===== src/hdl/psp_pkg.sv =====
// ----------------------------------------------------------------------------
// psp_pkg: shared types and constants of the spectrum-to-polar converter
// Request formats between the front, the pipeline and the result queue,
// queue sizes, the arctangent table and phase constants.
// ----------------------------------------------------------------------------
package psp_pkg;

  localparam int unsigned SPECTRUM_LEN_DEF = 512;

  // Queue depths are powers of two so that the pointers wrap on their own.
  localparam int unsigned ITEM_DEPTH = 4;
  localparam int unsigned ITEM_AW    = $clog2(ITEM_DEPTH);
  localparam int unsigned ITEM_CW    = $clog2(ITEM_DEPTH + 1);
  localparam int unsigned RQ_DEPTH   = 4;
  localparam int unsigned RQ_AW      = $clog2(RQ_DEPTH);
  localparam int unsigned RQ_CW      = $clog2(RQ_DEPTH + 1);

  localparam int unsigned CORDIC_STAGES = 18;
  localparam int unsigned SQRT_STEPS    = 16;

  localparam logic signed [16:0] PHASE_PI  = 17'sd32768;
  localparam logic [14:0]        HALF_PI   = 15'd16384;
  localparam logic [17:0]        Z_CLAMP   = 18'd131072;
  localparam logic [15:0]        MAG_MAX   = 16'd46341;

  // round(atan(2^-i) * 2^18 / pi)
  localparam logic [16:0] CORDIC_ATAN [CORDIC_STAGES] = '{
    17'd65536, 17'd38688, 17'd20442, 17'd10377, 17'd5208, 17'd2607,
    17'd1304,  17'd652,   17'd326,   17'd163,   17'd81,   17'd41,
    17'd20,    17'd10,    17'd5,     17'd3,     17'd1,    17'd1
  };

  typedef struct packed {
    logic [7:0]  bin;
    logic        pair;    // bin 0: packed DC and Nyquist values
    logic        re_neg;
    logic        im_neg;
    logic [15:0] ax;
    logic [15:0] ay;
  } item_t;

  typedef struct packed {
    logic [8:0]        bin;
    logic [15:0]       mag;
    logic signed [16:0] phase;
    logic              last;
  } result_t;

  typedef struct packed {
    logic    v0;
    logic    v1;
    result_t r0;
    result_t r1;
  } res_wr_t;

endpackage


===== src/hdl/psp_front.sv =====
// ----------------------------------------------------------------------------
// psp_front: input side of the spectrum-to-polar converter
// Accepts bins, takes absolute values and signs, marks the packed DC and
// Nyquist bin, and holds the requests in a short queue for the pipeline.
// ----------------------------------------------------------------------------
module psp_front import psp_pkg::*; (
  input  logic        clk_i,
  input  logic        rst_ni,
  input  logic        push,
  output logic        full,
  input  logic [7:0]  bin_index_i,
  input  logic signed [15:0] real_part_i,
  input  logic signed [15:0] imag_part_i,
  output item_t       item_o,
  output logic        item_valid_o,
  input  logic        item_rd_i
);

  item_t              mem_q [ITEM_DEPTH];
  logic [ITEM_AW-1:0] wptr_q, wptr_d, rptr_q, rptr_d;
  logic [ITEM_CW-1:0] count_q, count_d;
  item_t              item_w;
  logic               wr;

  always_comb begin
    item_w.bin    = bin_index_i;
    item_w.pair   = (bin_index_i == 8'd0);
    item_w.re_neg = real_part_i[15];
    item_w.im_neg = imag_part_i[15];
    // The most negative value maps to 32768, which still fits unsigned.
    item_w.ax     = real_part_i[15] ? 16'(-real_part_i) : 16'(real_part_i);
    item_w.ay     = imag_part_i[15] ? 16'(-imag_part_i) : 16'(imag_part_i);
  end

  assign full         = (count_q == ITEM_CW'(ITEM_DEPTH));
  assign wr           = push && !full;
  assign item_valid_o = (count_q != '0);
  assign item_o       = mem_q[rptr_q];

  always_comb begin
    wptr_d  = wptr_q + ITEM_AW'(wr);
    rptr_d  = rptr_q + ITEM_AW'(item_rd_i);
    count_d = count_q + ITEM_CW'(wr) - ITEM_CW'(item_rd_i);
  end

  always_ff @(posedge clk_i or negedge rst_ni) begin
    if (!rst_ni) begin
      wptr_q  <= '0;
      rptr_q  <= '0;
      count_q <= '0;
    end else begin
      wptr_q  <= wptr_d;
      rptr_q  <= rptr_d;
      count_q <= count_d;
    end
  end

  always_ff @(posedge clk_i) begin
    if (wr) begin
      mem_q[wptr_q] <= item_w;
    end
  end

  a_rd_nonempty: assert property (@(posedge clk_i) disable iff (!rst_ni)
    item_rd_i |-> (count_q != '0))
    else $error("request queue read while empty");

endmodule


===== config.mk =====
export PLATFORM = sky130hd
export DESIGN_NAME = psp_front
export DESIGN_NICKNAME = d
export VERILOG_FILES = /design/src/hdl/psp_pkg.sv /design/src/hdl/psp_front.sv
export SDC_FILE = /design/constraint.sdc
export NUM_CORES = 1
export LEC_CHECK = 0
export ABC_AREA = 1
export BUFFER_PORTS_ARGS = -buffer_cell sky130_fd_sc_hd__buf_2
export CAP_MARGIN = 0
export CORE_UTILIZATION = 30
export CTS_BUF_LIST = sky130_fd_sc_hd__clkbuf_16
export DETAILED_ROUTE_END_ITERATION = 10
export SETUP_SLACK_MARGIN = 0.1
export SLEW_MARGIN = 25
export SYNTH_ARGS = -nofsm -noshare
export SYNTH_HDL_FRONTEND = slang
export SYNTH_SLANG_ARGS = --single-unit
export TNS_END_PERCENT = 20

===== constraint.sdc =====
create_clock -name clk_i -period 5.29 [get_ports clk_i]
set_clock_uncertainty 0.2 [all_clocks]
set_input_delay 0.529 -clock clk_i [delete_from_list [all_inputs] [get_ports clk_i]]
set_output_delay 0.529 -clock clk_i [all_outputs]
set_load 0.05 [all_outputs]

Yosys cells after proc, flatten, opt, wreduce, memory -nomap -nowiden
Memory sizes are Yosys's and may differ from the RTL's.
Index checks and enable logic that the tools add are counted.
W data, S select, Z words.

storage, ports and cells
  bits in latches = 0
  output and inout port bits = 45
  memories kept = 1
  bits in read-only memories = 0
  bits in writable memories = 172
  bits in registers = 7
  word-level logic and storage cells = 19

memory list
  memory  words  width  read ports  clocked after memory_dff  wr ports  RTL line         text
  mem_q   4      43     1           0                         1         psp_front.sv:19  item_t mem_q [ITEM_DEPTH];

cells by class
  order comparisons = 0
  bitwise operators = 0
  reductions and logical operators = 4
  equal/unequal tests = 1
  muxes and demuxes = 4
  multipliers = 0
  div/mod/pow operators = 0
  $add $sub $neg = 6
  shift operators = 0

operators by type and width
  operator              count
  $mux W16              2
  $neg A16 Y16          2
  $logic_not A8 Y1      1
  $add A2 B1 Y2         2
  $add A3 B1 Y3         1
  $eq A3 B3 Y1 const B  1
  $reduce_bool A3 Y1    1
  $sub A3 B1 Y3         1
  $mux W1               2
  $logic_and A1 B1 Y1   1
  $logic_not A1 Y1      1

Logic depth before layout (Yosys ltp)
  depth in word-level cells = 5
  depth in mapped cells = 9
  gate-level depth less buffers = 9

Worst setup path before layout
Ideal clock, no wire load.

  path type = register to register
  start point = reg count_q[2]
  end point = mem mem_q[0][0] (netlist bit) (enable)
  arrival time = 3.599 ns
  buffers on the path = 0
  stages on the path, launching flop included = 5
  clock period less this slack = 4.296 ns
  setup slack = 0.994 ns
  cells stage by stage = dfrtp_1 -> inv_1 -> or2_1 -> o21ai_2 -> nor3_1

between the ends
  word-level cells in the longest chain between the ends = 5

RTL lines
  item                           RTL line         text
  from (decl)                    psp_front.sv:21  logic [ITEM_CW-1:0] count_q, count_d;
  from (signal assigned)         psp_front.sv:54  count_q <= count_d;
  $eq A3 B3 Y1                   psp_front.sv:35  assign full = (count_q == ITEM_CW'(ITEM_DEPTH));
  $logic_not A1 Y1               psp_front.sv:36  assign wr = push && !full;
  $logic_and A1 B1 Y1            psp_front.sv:36
  $mux W1                        psp_front.sv:59  if (wr) begin
  $mux W1 (implied by the code)  psp_front.sv:60  mem_q[wptr_q] <= item_w;
  to (decl)                      psp_front.sv:19

No other way between the ends.

==> results.cfg <==
[routing]
wl_per_cell_um = 16.1
drt-initial-drc-count = 235
drt-total-wl_mm = 17.0
routed-wl-met2_mm = 8.68
vias = 4924
avgViaCountPerCell = 4.65
top_layer = met4
ant_nets = 0
wl_met3_um = 557
drc = 0
drt-pass1-iter-count = 4
m1WireLength_mm = 7.54

[outcome]
status = finished clean

[pwr]
p_leak_nw = 3.43
peakVddDrop_uv = 321
power_density_nw_per_um2 = 624

[sta]
setup_tns_ns = 0
min_period_ns = 3.53
max_slew_margin = 0.427
setup_viol = 0
fmax_ghz = 0.283
fin_crit_sh = 0.668
worst_pin_slew_ns = 0.859
whs_ns = 0.139
final_hold_viol_count = 0
maxSlewViolCount = 0
rsz0062_at_grt = false

[worst_hold_path]
holdPathStages = 1
hp-start = bin_index_i[0]
min_to = mem_q[0][35]
hold_class = input port to register

[cells_and_area]
area_growth_pct = 16.2
diodes = 0
final_layout_size_suffix_gt1_frac = 0.305
fill_cells = 2521
nets = 764
stdcell_area_um2 = 9450

[clock_tree]
cts_sinks = 179
cts_resized = 0
numCtsBuffers = 17
htree_levels = 4
cts_tree = built
clock_path_buffers = 2
cts_root_buf = clkbuf_16
clock_latency_ns = 0.42
clk_pin_slew_worst_paths_ns = 0.07

[floorplan]
dieWidth_um = 167
die_y_um = 167
io_pins = 89
start_util = 0.309
core_area_um2 = 26400
rows = 59
dieArea_um2 = 27800

[critical_path]
critPathMaxFanout = 43
startpoint = rptr_q[1]
reg2reg_depth = 8
start_kind = register
r2r_slack_ns = 2.77
critical_path_class = register to output port
cp.required_ns = 4.56
r2r_end = count_q[2]
reg2reg_from = count_q[1]
critPathArrivalTime_ns = 2.80
critPathCaptureType = output port

[global_routing]
grt_max_degree = 88
antenna_found_initial = 0
grt_remaining_overflow = 0
grt_pass1_vias = 4836
grt_pass1_wl_mm = 26.6
track_usage = 0.126

[placed_design]
dp_hpwl_mm = 10.8
io_buffer_count = 88
routabilityCongestion = 0.766
place_area_um2 = 8900

[synth]
synth_ff_type = edfxtp_1
syn-num-nets = 677
yosysUniqueCellTypes = 32
synth_edf_count = 172
synthArstFlopShare = 0.0391
yosys_warnings = 0
seq_area_frac_synth = 0.657
ys_ff_latch = 179
syn_area_per_cell_um2 = 13.0
synth_area_um2 = 8130
postSynthCellCount = 626

[flow_run]
drv_cap = 0
## area by class of cell
class	instances	area [um^2]	share of cell area
tap	335	419	0.0444
inverter	36	138	0.0146
clock buffer	17	425	0.0450
clock inverter	14	108	0.0114
sequential	179	5340	0.565
multi-input combinational	381	2470	0.262
timing repair buffer	98	543	0.0575
## registers in the layout, indices dropped and copies added, names as in the netlist
register and flops:
count_q 3, mem_q 172, rptr_q 2, wptr_q 2
## cell usage in the layout (no fill, tap or decap), types with 2 or more instances in the layout
cell type	count
nor3_4	2
ha_1	6
clkinvlp_4	2
inv_1	33
o21ai_2	3
o22ai_1	3
buf_12	2
nand2_1	72
edfxtp_1	172
clkinv_1	2
xnor2_1	7
nor3_2	2
nor2_4	40
nor2_1	69
inv_2	3
clkinv_4	5
nand3_1	21
o21ai_0	88
nor4_1	2
clkbuf_16	17
buf_2	88
dfrtp_1	6
xor2_1	8
o22ai_2	40
inv_6	3
o21ai_1	5
nand4_1	4
buf_4	7
nor2_2	2
## timing repair
action                                 CTS  global route
endpoints found under the hold margin    7             0
hold buffers                             1             0
buffers inserted                         0             0
## layer usage
layer | vias to the layer above | global-route usage
met5 | - | 0
met4 | 0 | 0.0495
met3 | 18 | 0.0247
met2 | 91 | 0.219
met1 | 2400 | 0.153
li1 | 2415 | -
## cells in the mapped netlist (6+ instances only)
cell type | number | area share
inv_1 | 32 | 0.015
buf_2 | 11 | 0.0068
xor2_1 | 8 | 0.0086
ha_1 | 6 | 0.0092
edfxtp_1 | 172 | 0.64
xnor2_1 | 7 | 0.0075
clkbuf_1 | 9 | 0.0042
nand2_1 | 72 | 0.033
dfrtp_1 | 7 | 0.022
nor2_4 | 40 | 0.055
nand3_1 | 21 | 0.013
o21ai_0 | 88 | 0.054
nor2_1 | 69 | 0.032
o22ai_2 | 40 | 0.062
## kinds of logic (layout without fill, tap and decap cells)
| family | count (synthesis) | after routing | share of synthesized area |
|---|---|---|---|
| AO/OA/AOI/OAI | 141 | 141 | 0.128 |
| buffers and inverters | 66 | 165 | 0.0429 |
| AND/OR/NAND/NOR | 218 | 218 | 0.145 |
| XOR/XNOR | 15 | 15 | 0.0162 |
| flip-flops | 179 | 179 | 0.657 |
| adder cells (fa/ha/maj) | 7 | 7 | 0.0117 |
## per-stage QoR
stage / power [mW] / instances / util / setup WS (ns)
2_1_floorplan: 4.23 / 626 / - / 0.994
3_3_place_gp: 4.81 / 1028 / 0.337 / 2.14
3_5_place_dp: 4.83 / 1028 / 0.338 / 2.08
4_1_cts: 5.98 / 1060 / 0.358 / 1.63
5_1_grt: 6.21 / 1060 / 0.359 / 1.44
6_report: 5.90 / 1060 / 0.359 / 1.76
## power by group
part           switching (mW)  internal [mW]
logic                    2.06          0.665
registers               0.126           1.89
clock network           0.547          0.604
## worst max-delay path: stages, from the launching register on
cell,delay [ns]
dfrtp_1,0.66
buf_4,0.36
inv_2,0.58
o21ai_0,0.26
o22ai_2,0.20
buf_2,0.30
## worst max path at each step
| stage | slack (ns) | cells past startpoint | to |
|---|---|---|---|
| detailed placement | 2.08 | 5 | item_o[21] |
| finish | 1.76 | 5 | item_o[21] |
| global route | 1.44 | 5 | item_o[21] |
| floorplan | 0.99 | 4 | mem_q[0][0] |
| CTS | 1.63 | 5 | item_o[21] |
| global placement | 2.14 | 5 | item_o[23] |
Power figures use the tool's default switching activity.
