[src/hdl/psp_pkg.sv]
// ----------------------------------------------------------------------------
// psp_pkg: shared types and constants of the spectrum-to-polar converter
// Request formats between the front, the pipeline and the result queue,
// queue sizes, the arctangent table and phase constants.
// ----------------------------------------------------------------------------
package psp_pkg;

  localparam int unsigned SPECTRUM_LEN_DEF = 512;

  // Queue depths are powers of two so that the pointers wrap on their own.
  localparam int unsigned ITEM_DEPTH = 4;
  localparam int unsigned ITEM_AW    = $clog2(ITEM_DEPTH);
  localparam int unsigned ITEM_CW    = $clog2(ITEM_DEPTH + 1);
  localparam int unsigned RQ_DEPTH   = 4;
  localparam int unsigned RQ_AW      = $clog2(RQ_DEPTH);
  localparam int unsigned RQ_CW      = $clog2(RQ_DEPTH + 1);

  localparam int unsigned CORDIC_STAGES = 18;
  localparam int unsigned SQRT_STEPS    = 16;

  localparam logic signed [16:0] PHASE_PI  = 17'sd32768;
  localparam logic [14:0]        HALF_PI   = 15'd16384;
  localparam logic [17:0]        Z_CLAMP   = 18'd131072;
  localparam logic [15:0]        MAG_MAX   = 16'd46341;

  // round(atan(2^-i) * 2^18 / pi)
  localparam logic [16:0] CORDIC_ATAN [CORDIC_STAGES] = '{
    17'd65536, 17'd38688, 17'd20442, 17'd10377, 17'd5208, 17'd2607,
    17'd1304,  17'd652,   17'd326,   17'd163,   17'd81,   17'd41,
    17'd20,    17'd10,    17'd5,     17'd3,     17'd1,    17'd1
  };

  typedef struct packed {
    logic [7:0]  bin;
    logic        pair;    // bin 0: packed DC and Nyquist values
    logic        re_neg;
    logic        im_neg;
    logic [15:0] ax;
    logic [15:0] ay;
  } item_t;

  typedef struct packed {
    logic [8:0]        bin;
    logic [15:0]       mag;
    logic signed [16:0] phase;
    logic              last;
  } result_t;

  typedef struct packed {
    logic    v0;
    logic    v1;
    result_t r0;
    result_t r1;
  } res_wr_t;

endpackage

[src/hdl/psp_result_queue.sv]
// ----------------------------------------------------------------------------
// psp_result_queue: result queue of the spectrum-to-polar converter
// Takes one or two results per cycle from the pipeline and hands them out
// one at a time, oldest first, reporting its free space to the pipeline.
// ----------------------------------------------------------------------------
module psp_result_queue import psp_pkg::*; (
  input  logic             clk_i,
  input  logic             rst_ni,
  input  res_wr_t          wr_i,
  output logic [RQ_CW-1:0] free_o,
  output logic             empty,
  input  logic             pop,
  output result_t          head_o
);

  result_t          mem_q [RQ_DEPTH];
  logic [RQ_AW-1:0] wptr_q, wptr_d, rptr_q, rptr_d;
  logic [RQ_CW-1:0] count_q, count_d;
  logic             rd;

  assign empty  = (count_q == '0);
  assign rd     = pop && !empty;
  assign head_o = mem_q[rptr_q];
  assign free_o = RQ_CW'(RQ_DEPTH) - count_q;

  always_comb begin
    wptr_d  = wptr_q + RQ_AW'(wr_i.v0) + RQ_AW'(wr_i.v1);
    rptr_d  = rptr_q + RQ_AW'(rd);
    count_d = count_q + RQ_CW'(wr_i.v0) + RQ_CW'(wr_i.v1) - RQ_CW'(rd);
  end

  always_ff @(posedge clk_i or negedge rst_ni) begin
    if (!rst_ni) begin
      wptr_q  <= '0;
      rptr_q  <= '0;
      count_q <= '0;
    end else begin
      wptr_q  <= wptr_d;
      rptr_q  <= rptr_d;
      count_q <= count_d;
    end
  end

  always_ff @(posedge clk_i) begin
    if (wr_i.v0) begin
      mem_q[wptr_q] <= wr_i.r0;
    end
    if (wr_i.v1) begin
      mem_q[wptr_q + RQ_AW'(1)] <= wr_i.r1;
    end
  end

  a_no_overflow: assert property (@(posedge clk_i) disable iff (!rst_ni)
    wr_i.v0 |-> ((32'(count_q) + 32'(wr_i.v0) + 32'(wr_i.v1)) <= RQ_DEPTH))
    else $error("result queue written beyond its depth");

  a_lane_order: assert property (@(posedge clk_i) disable iff (!rst_ni)
    wr_i.v1 |-> wr_i.v0)
    else $error("second result lane written without the first");

endmodule
[config.mk]
export PLATFORM = sky130hd
export DESIGN_NAME = psp_result_queue
export DESIGN_NICKNAME = d
export VERILOG_FILES = /design/src/hdl/psp_pkg.sv /design/src/hdl/psp_result_queue.sv
export SDC_FILE = /design/constraint.sdc
export NUM_CORES = 1
export LEC_CHECK = 0
export BUFFER_PORTS_ARGS = -buffer_cell sky130_fd_sc_hd__buf_4
export CAP_MARGIN = 40
export CELL_PAD_IN_SITES_DETAIL_PLACEMENT = 0
export CELL_PAD_IN_SITES_GLOBAL_PLACEMENT = 1
export CORE_UTILIZATION = 44
export DETAILED_ROUTE_END_ITERATION = 10
export MAX_ROUTING_LAYER = met4
export PLACE_DENSITY_LB_ADDON = 0.05
export SYNTH_ARGS = -nofsm -noshare
export SYNTH_HDL_FRONTEND = slang
export SYNTH_SLANG_ARGS = --single-unit
[constraint.sdc]
create_clock -name clk_i -period 4.5 [get_ports clk_i]
set_input_delay 1.125 -clock clk_i [delete_from_list [all_inputs] [get_ports clk_i]]
set_output_delay 1.125 -clock clk_i [all_outputs]
set_load 0.01 [all_outputs]
# Yosys cells after proc, flatten, opt, wreduce, memory -nomap -nowiden
# Memory sizes are Yosys's and may differ from the RTL's.
# Index checks and enable logic that the tools add are counted.
[totals] ff_bits=7 in_bits=91 elab_cells=19 output_inout_bits=47 n_memories=1 ramBits=172
[classes] n_mux=4 n_addsub=8 n_reduce_logical=3
[memory_table] memory="mem_q" depth=4 word_bits=43 read_ports=1 rd_clocked_by_memory_dff=0 wr=2 line_no="psp_result_queue.sv:16" rtl="result_t mem_q [RQ_DEPTH];"
[op_table] cell="$add A2 B1 Y2" n=3
[op_table] cell="$add A3 B1 Y3" n=2
[op_table] cell="$mux W1" n=4
[op_table] cell="$logic_not A3 Y1" n=1
[op_table] cell="$sub A3 B1 Y3" n=1
[op_table] cell="$sub A3 B3 Y3 const A" n=1
[op_table] cell="$add A2 B1 Y2 const B" n=1
[op_table] cell="$logic_and A1 B1 Y1" n=1
[op_table] cell="$logic_not A1 Y1" n=1

# Logic depth before layout (Yosys ltp)
# Gate-level depths: netlist (run 1).
[depth] depth_word=4 mapped_depth=10 depth_no_buf=10

# Least setup slack after synthesis (run 1)
# Ideal clock, no wire load.
[synth_timing] path_type="input-to-reg" from="in wr_i[87] (netlist name)" to="mem mem_q[0][0] (netlist name), enable pin" t_arrival_ns=4.232 path_buffers=0 path_stages=2 slack_ns=-0.235 setup_time_ns=0.503 required_time_ns=3.997 path_cell_list="nand2b_1 > o21ai_0"
[synth_lines] element="from (decl)" line_no="psp_result_queue.sv:9" rtl="input res_wr_t wr_i,"
[synth_lines] element="to (decl)" line_no="psp_result_queue.sv:16"

==> results of run 1 <==
[stage by stage]
stage,setup TNS (ns),util,setup WS (ns),hold slack (ns),std cells
CTS,0,0.5622,1.191,0.4921,867
finish,0,0.5622,1.266,0.5024,867
floorplan,-20.24,-,-0.2353,0.4732,453
global route,0,0.5622,1.155,0.4975,867
global placement,0,0.5282,1.436,0.5727,833
detailed placement,0,0.5311,1.625,0.5964,835
[power breakdown]
| part | total [mW] | switching, mW | internal [mW] |
|---|---|---|---|
| Sequential | 2.77 | 0.240 | 2.53 |
| Combinational | 2.73 | 1.29 | 1.45 |
| Clock | 1.50 | 0.626 | 0.874 |
[worst max path at each step]
stage / from / cells after the start / to
after global routing: rptr_q[0] / 3 / head_o[0]
after floorplan: wr_i[87] / 2 / mem_q[0][0]
final: rptr_q[0] / 3 / head_o[0]
after CTS: rptr_q[0] / 3 / head_o[0]
after global placement: rptr_q[0] / 2 / head_o[0]
after detailed placement: pop / 8 / count_q[2]
[sequential cells by signal, indices dropped and copies added (netlist names)]
signal,flops
mem_q,172
wptr_q,2
count_q,3
rptr_q,2
[worst reg2reg max path, cell delays in order (launching register included)]
cell and delay, ns:
dfrtp_1 0.41, inv_1 0.06, ha_1 0.19, ha_1 0.19
nor2b_1 0.22, ha_1 0.16, inv_1 0.04, fa_1 0.38
fa_1 0.39, xnor2_1 0.18, xnor2_1 0.13
[cell families after synthesis]
| kind of cell | count (synthesis) | share of synthesized area |
|---|---|---|
| xor gates and xnor gates | 4 | 0.004039 |
| and+or+nand+nor | 8 | 0.007789 |
| DFF | 179 | 0.6155 |
| adders and majority gates | 7 | 0.01269 |
| AOI/OAI and AO/OA | 2 | 0.001154 |
| buffers and inverters | 37 | 0.02279 |
| muxes | 216 | 0.3360 |
[area by class of cell]
class	count	area (um2)	share of cell area
multi-input combinational	237	3176	0.2970
clock buffer	19	432.9	0.04049
timing repair buffer	151	1224	0.1145
inverter	8	30.03	0.002809
tap	260	325.3	0.03043
clock inverter	13	158.9	0.01486
sequential	179	5345	0.4999
[per-layer routing]
layer	vias to the layer above	track usage	routed length, um
met5	-	-	0
met4	0	0.06282	204
met3	18	0.03365	856
li1	2121	-	-
met1	2397	0.2425	7741
met2	121	0.3692	10440
[layout by cell type, fill, tap and decap left out, types with 2 or more instances in the layout]
cell and instances:
bufinv_16 3, mux4_2 43, buf_16 2, inv_6 2, mux2_1 3, edfxtp_1 172
clkinv_4 3, buf_4 145, fa_1 3, clkinv_1 2, dfrtp_1 5, xnor2_1 2
inv_1 8, nor2_4 2, ha_1 4, clkbuf_1 2, mux2_2 169, o21ai_4 2
clkbuf_16 17, clkinv_2 2, xor2_1 2, buf_12 4
==> metrics.yaml, run 1 <==
io_buffers: 137
r2r-end: "count_q[2]"
crit_type: "flip-flop to output port"
path_delay_family: "flip-flops"
hold_violations: 0
critical_path_required_ns: 3.38
drtAntennaViolNets: 0
synth.avg_cell_area_um2: 19.15
cts_hold_buf: 0
ys_warn_count: 0
io_pins: 138
period_needed_ns: 3.234
power_mw: 7.001
clock-sinks: 179
irDropWorstVdd_uv: 427.8
synth_top_area_frac: 0.5953
grt_usage: 0.2082
ctsResizeCount: 0
syn_to_final_growth_pct: 23.23
async_flop_share: 0.03911
cts-root-buf: "clkbuf_16"
grt_max_degree: 44
fmax_ghz: 0.3092
final_nets: 692
first_global_vias: 5225
post-cts-setup-buffers: 0
outcome: "finished, final reports clean"
p_per_area_nw_per_um2: 654.8
netlist_top_cells_area: "edfxtp_1 (60%), mux2_2 (22%), mux4_2 (11%)"
place_area_um2: 10100
wirelength_um: 19250
critPathBufInv: 2
rows: 50
ys_seq_area_frac: 0.6155
vias_per_cell: 5.371
first_pass_iters: 4
rsz0062_at_grt: "no"
die_height_um: 142.4
clk_pin_slew_ns: 0.07
ys_ff_latch: 179
r2r_start: "count_q[0]"
synthesis.area_um2: 8676
cts_inserted_buffers: 17
synth_largest_area_cell: "edfxtp_1"
finalInstanceArea_um2: 10690
slowest_delay_ns: 0.64
clk-insertion-delay-late_ns: 0.42
setup_violations: 0
dieArea_um2: 20280
end_kind: "output port"
r2r_setup_slack_ns: 2.07
synth.distinct_cells: 23
fp.coreArea_um2: 19020
synth_most_common_cell: "edfxtp_1"
drv_slew: 0
antennaDiodeCount: 0
r2r_cells: 10
timing.critical_path.fanout_max: 30
grt_pass1_wl_um: 29430
cts_tree: "built"
synth_cells: 453
antenna_found_initial: 0
crit_chain: "buf_16 -> mux4_2 -> buf_4"
wl_per_cell_um: 22.20
grt_overflow: 0
syn-num-nets: 551
period_share: 0.7188
startpoint_type: "flip-flop"
num_vias: 4657
die_w_um: 142.4
cap_violations: 0
final_layout_size_suffix_gt1_frac: 0.6590
cts.htree.levels: 4
initial_core_util: 0.4562
tightest_slew_ns: 0.8240
initialDrtViolationCount: 187
hold_class: "input port to asynchronous set/reset pin"
leakage_nw: 3.856
dp_hpwl_um: 11700
slew_headroom: 0.4486
synthTopCellsByCount: "edfxtp_1 (172), mux2_2 (169), mux4_2 (43)"
clock_skew_ns: 0.006904
cp.arrival_ns: 2.11
gp_congestion: 0.6986
drc: 0
crit_slowest_cell: "dfrtp_4"
synth_top_flop_cell: "edfxtp_1"
synth_edf_count: 172
fill_cells: 1554
max-clock-path-buffers: 2
(Power assumes the default switching activity.)
==> inputs of run 2 (changes only) <==
clock period = 2.6 ns   (was 4.5 ns; I/O delays follow)
==> run 2 against run 1 <==
- critical path depth stayed put
- sequential share of layout area down 0.13 points
- clock skew barely moved
- highest routed layer unchanged
- largest power group is now combinational cells
- critical path type unchanged
- utilization is 0.15 points higher
- first-iteration DRC count shrank 7.5%
- critical endpoint is now head_o[17]
- worst setup slack got worse by 1.2 ns
- routed wire length decreased by 0.48%
- global-route usage down 0.20 points
- final cell count increased by 1.7%
- via count is 0.86% higher
- hold slack got worse by 0.48 ns
==> metrics.yaml, run 2 (synthesized netlist as in run 1, its figures left out) <==
rsz0062_at_grt: "no"  # unchanged
r2r_cells: 10  # unchanged
syn_to_final_growth_pct: 23.57  # was 23.23%
largest_reg_flops: 172  # unchanged
cp.arrival_ns: 1.88  # was 2.11 ns
p_seq_frac: 0.388  # was 0.395
comb_power_share: 0.411  # was 0.390
slew_headroom: 0.6699  # was 0.4486
grt_pass1_wl_um: 29090  # was 29430 um
die_height_um: 142.4  # unchanged
clock_skew_ns: 0.006897  # was 0.006904 ns
initialDrtViolationCount: 173  # was 187
final_nets: 707  # was 692
wirelength_um: 19150  # was 19250 um
leakage_nw: 3.891  # was 3.856 nW
cts_hold_buf: 0  # unchanged
drc: 0  # unchanged
place_inst: 846  # was 835
cts_tree: "built"  # unchanged
grt_max_degree: 32  # was 44
stdcell_count: 882  # was 867
switchingPower_mw: 3.770  # was 2.152 mW
antennaDiodeCount: 0  # unchanged
rows: 50  # unchanged
outcome: "finished, final reports clean"  # unchanged
clk-insertion-delay-late_ns: 0.43  # was 0.42 ns
io_buffers: 137  # unchanged
fmax_ghz: 0.3948
io_pins: 138  # unchanged
hold_class: "input port to asynchronous set/reset pin"  # unchanged
first_global_vias: 5162  # was 5225
clk_pin_slew_ns: 0.06  # was 0.07 ns
finalInstanceArea_um2: 10720  # was 10690 um2
vias_per_cell: 5.325  # was 5.371
setup_violations: 0  # unchanged
r2r_setup_slack_ns: 0.24  # was 2.07 ns
fp.coreArea_um2: 19020  # unchanged
hold_violations: 0  # unchanged
cts-root-buf: "clkbuf_16"  # unchanged
dp_hpwl_um: 11970  # was 11700 um
final_cell_mix: "edfxtp_1 (172), mux2_2 (169), buf_4 (161)"  # was edfxtp_1 (172), mux2_2 (169), buf_4 (145)
whs_ns: 0.02038  # was 0.5024 ns
regMostFlops: "mem_q"  # unchanged
cts.htree.levels: 4  # unchanged
clockPowerShare: 0.201  # was 0.214
dieArea_um2: 20280  # unchanged
num_vias: 4697  # was 4657
crit_type: "flip-flop to output port"  # unchanged
timing.critical_path.fanout_max: 9  # was 30
tightest_slew_ns: 0.4813  # was 0.8240 ns
drv_slew: 0  # unchanged
cts_inserted_buffers: 17  # unchanged
max-clock-path-buffers: 2  # unchanged
p_int_mw: 8.274  # was 4.848 mW
startpoint_type: "flip-flop"  # unchanged
power_mw: 12.04  # was 7.001 mW
critical_path_required_ns: 1.95  # was 3.38 ns
place_area_um2: 10140  # was 10100 um2
drtAntennaViolNets: 0  # unchanged
final_layout_size_suffix_gt1_frac: 0.6672  # was 0.6590
die_w_um: 142.4  # unchanged
p_per_area_nw_per_um2: 1124  # was 654.8 nW/um2
period_share: 0.9743
wl_per_cell_um: 21.72  # was 22.20 um
clock-sinks: 179  # unchanged
first_pass_iters: 4  # unchanged
end_kind: "output port"  # unchanged
gp_congestion: 0.7263  # was 0.6986
grt_overflow: 0  # unchanged
period_needed_ns: 2.533
initial_core_util: 0.4562  # unchanged
biggestRegsByFlops: "mem_q x172, count_q x3"  # unchanged
irDropWorstVdd_uv: 649.2  # was 427.8 uV
grt_usage: 0.2062  # was 0.2082
switching_share: 0.3130  # was 0.3074
cap_violations: 0  # unchanged
final_common_cell: "edfxtp_1"  # unchanged
antenna_found_initial: 0  # unchanged
[run 2: per-stage QoR]
stage          setup slack (ns)    util  TNS [ns]
2_1_floorplan           -0.5034       -    -76.19
6_report                0.06695  0.5637         0
5_1_grt                0.003787  0.5637         0
3_5_place_dp             0.2335  0.5333         0
4_1_cts                 0.02760  0.5635         0
3_3_place_gp             0.2614  0.5333         0
[run 2: timing repair]
| action | in CTS | in global routing |
|---|---|---|
| resized for setup | 0 | 1 |
| setup endpoints to repair | 34 | 3 |
| setup buffers | 4 | 0 |
| pin swaps | 0 | 0 |
[run 2: routing by layer]
metal,vias up,global-route usage,part of all wire
li1,2153,-,-
met1,2406,0.2345,0.40
met2,111,0.3581,0.54
met3,27,0.04845,0.048
met4,0,0.06735,0.016
met5,-,-,0
[run 2: final timing paths]
check	from	to
setup / recovery	rptr_q[0]	head_o[17]
hold / removal	rst_ni	rptr_q[0]
setup reg to reg	count_q[1]	count_q[2]
hold reg to reg	count_q[1]	count_q[2]
max in group asynchronous	rst_ni	rptr_q[0]
min in group clk_i	wr_i[87]	wptr_q[0]
[run 2: layout make-up]
type | count | area [um2]
multi-input combinational | 237 | 3176
timing repair buffer | 166 | 1300
fill | 1553 | 8298
sequential | 179 | 5345
clock buffer | 20 | 436.7
inverter | 8 | 30.03
clock inverter | 12 | 107.6
tap | 260 | 325.3
[run 2: worst max-delay path, stage by stage, from the launching register on]
cell and delay, ns:
dfrtp_4 0.56, buf_12 0.19, mux4_2 0.54, buf_4 0.17
[run 2: power groups by stage]
stage	sequential, mW	combinational (mW)	clock (mW)
after floorplan	4.62	3.01	0
after global placement	4.72	4.98	0
after detailed placement	4.77	4.98	0
after CTS	4.68	5.08	2.46
after global routing	4.75	5.31	2.58
final	4.67	4.96	2.42
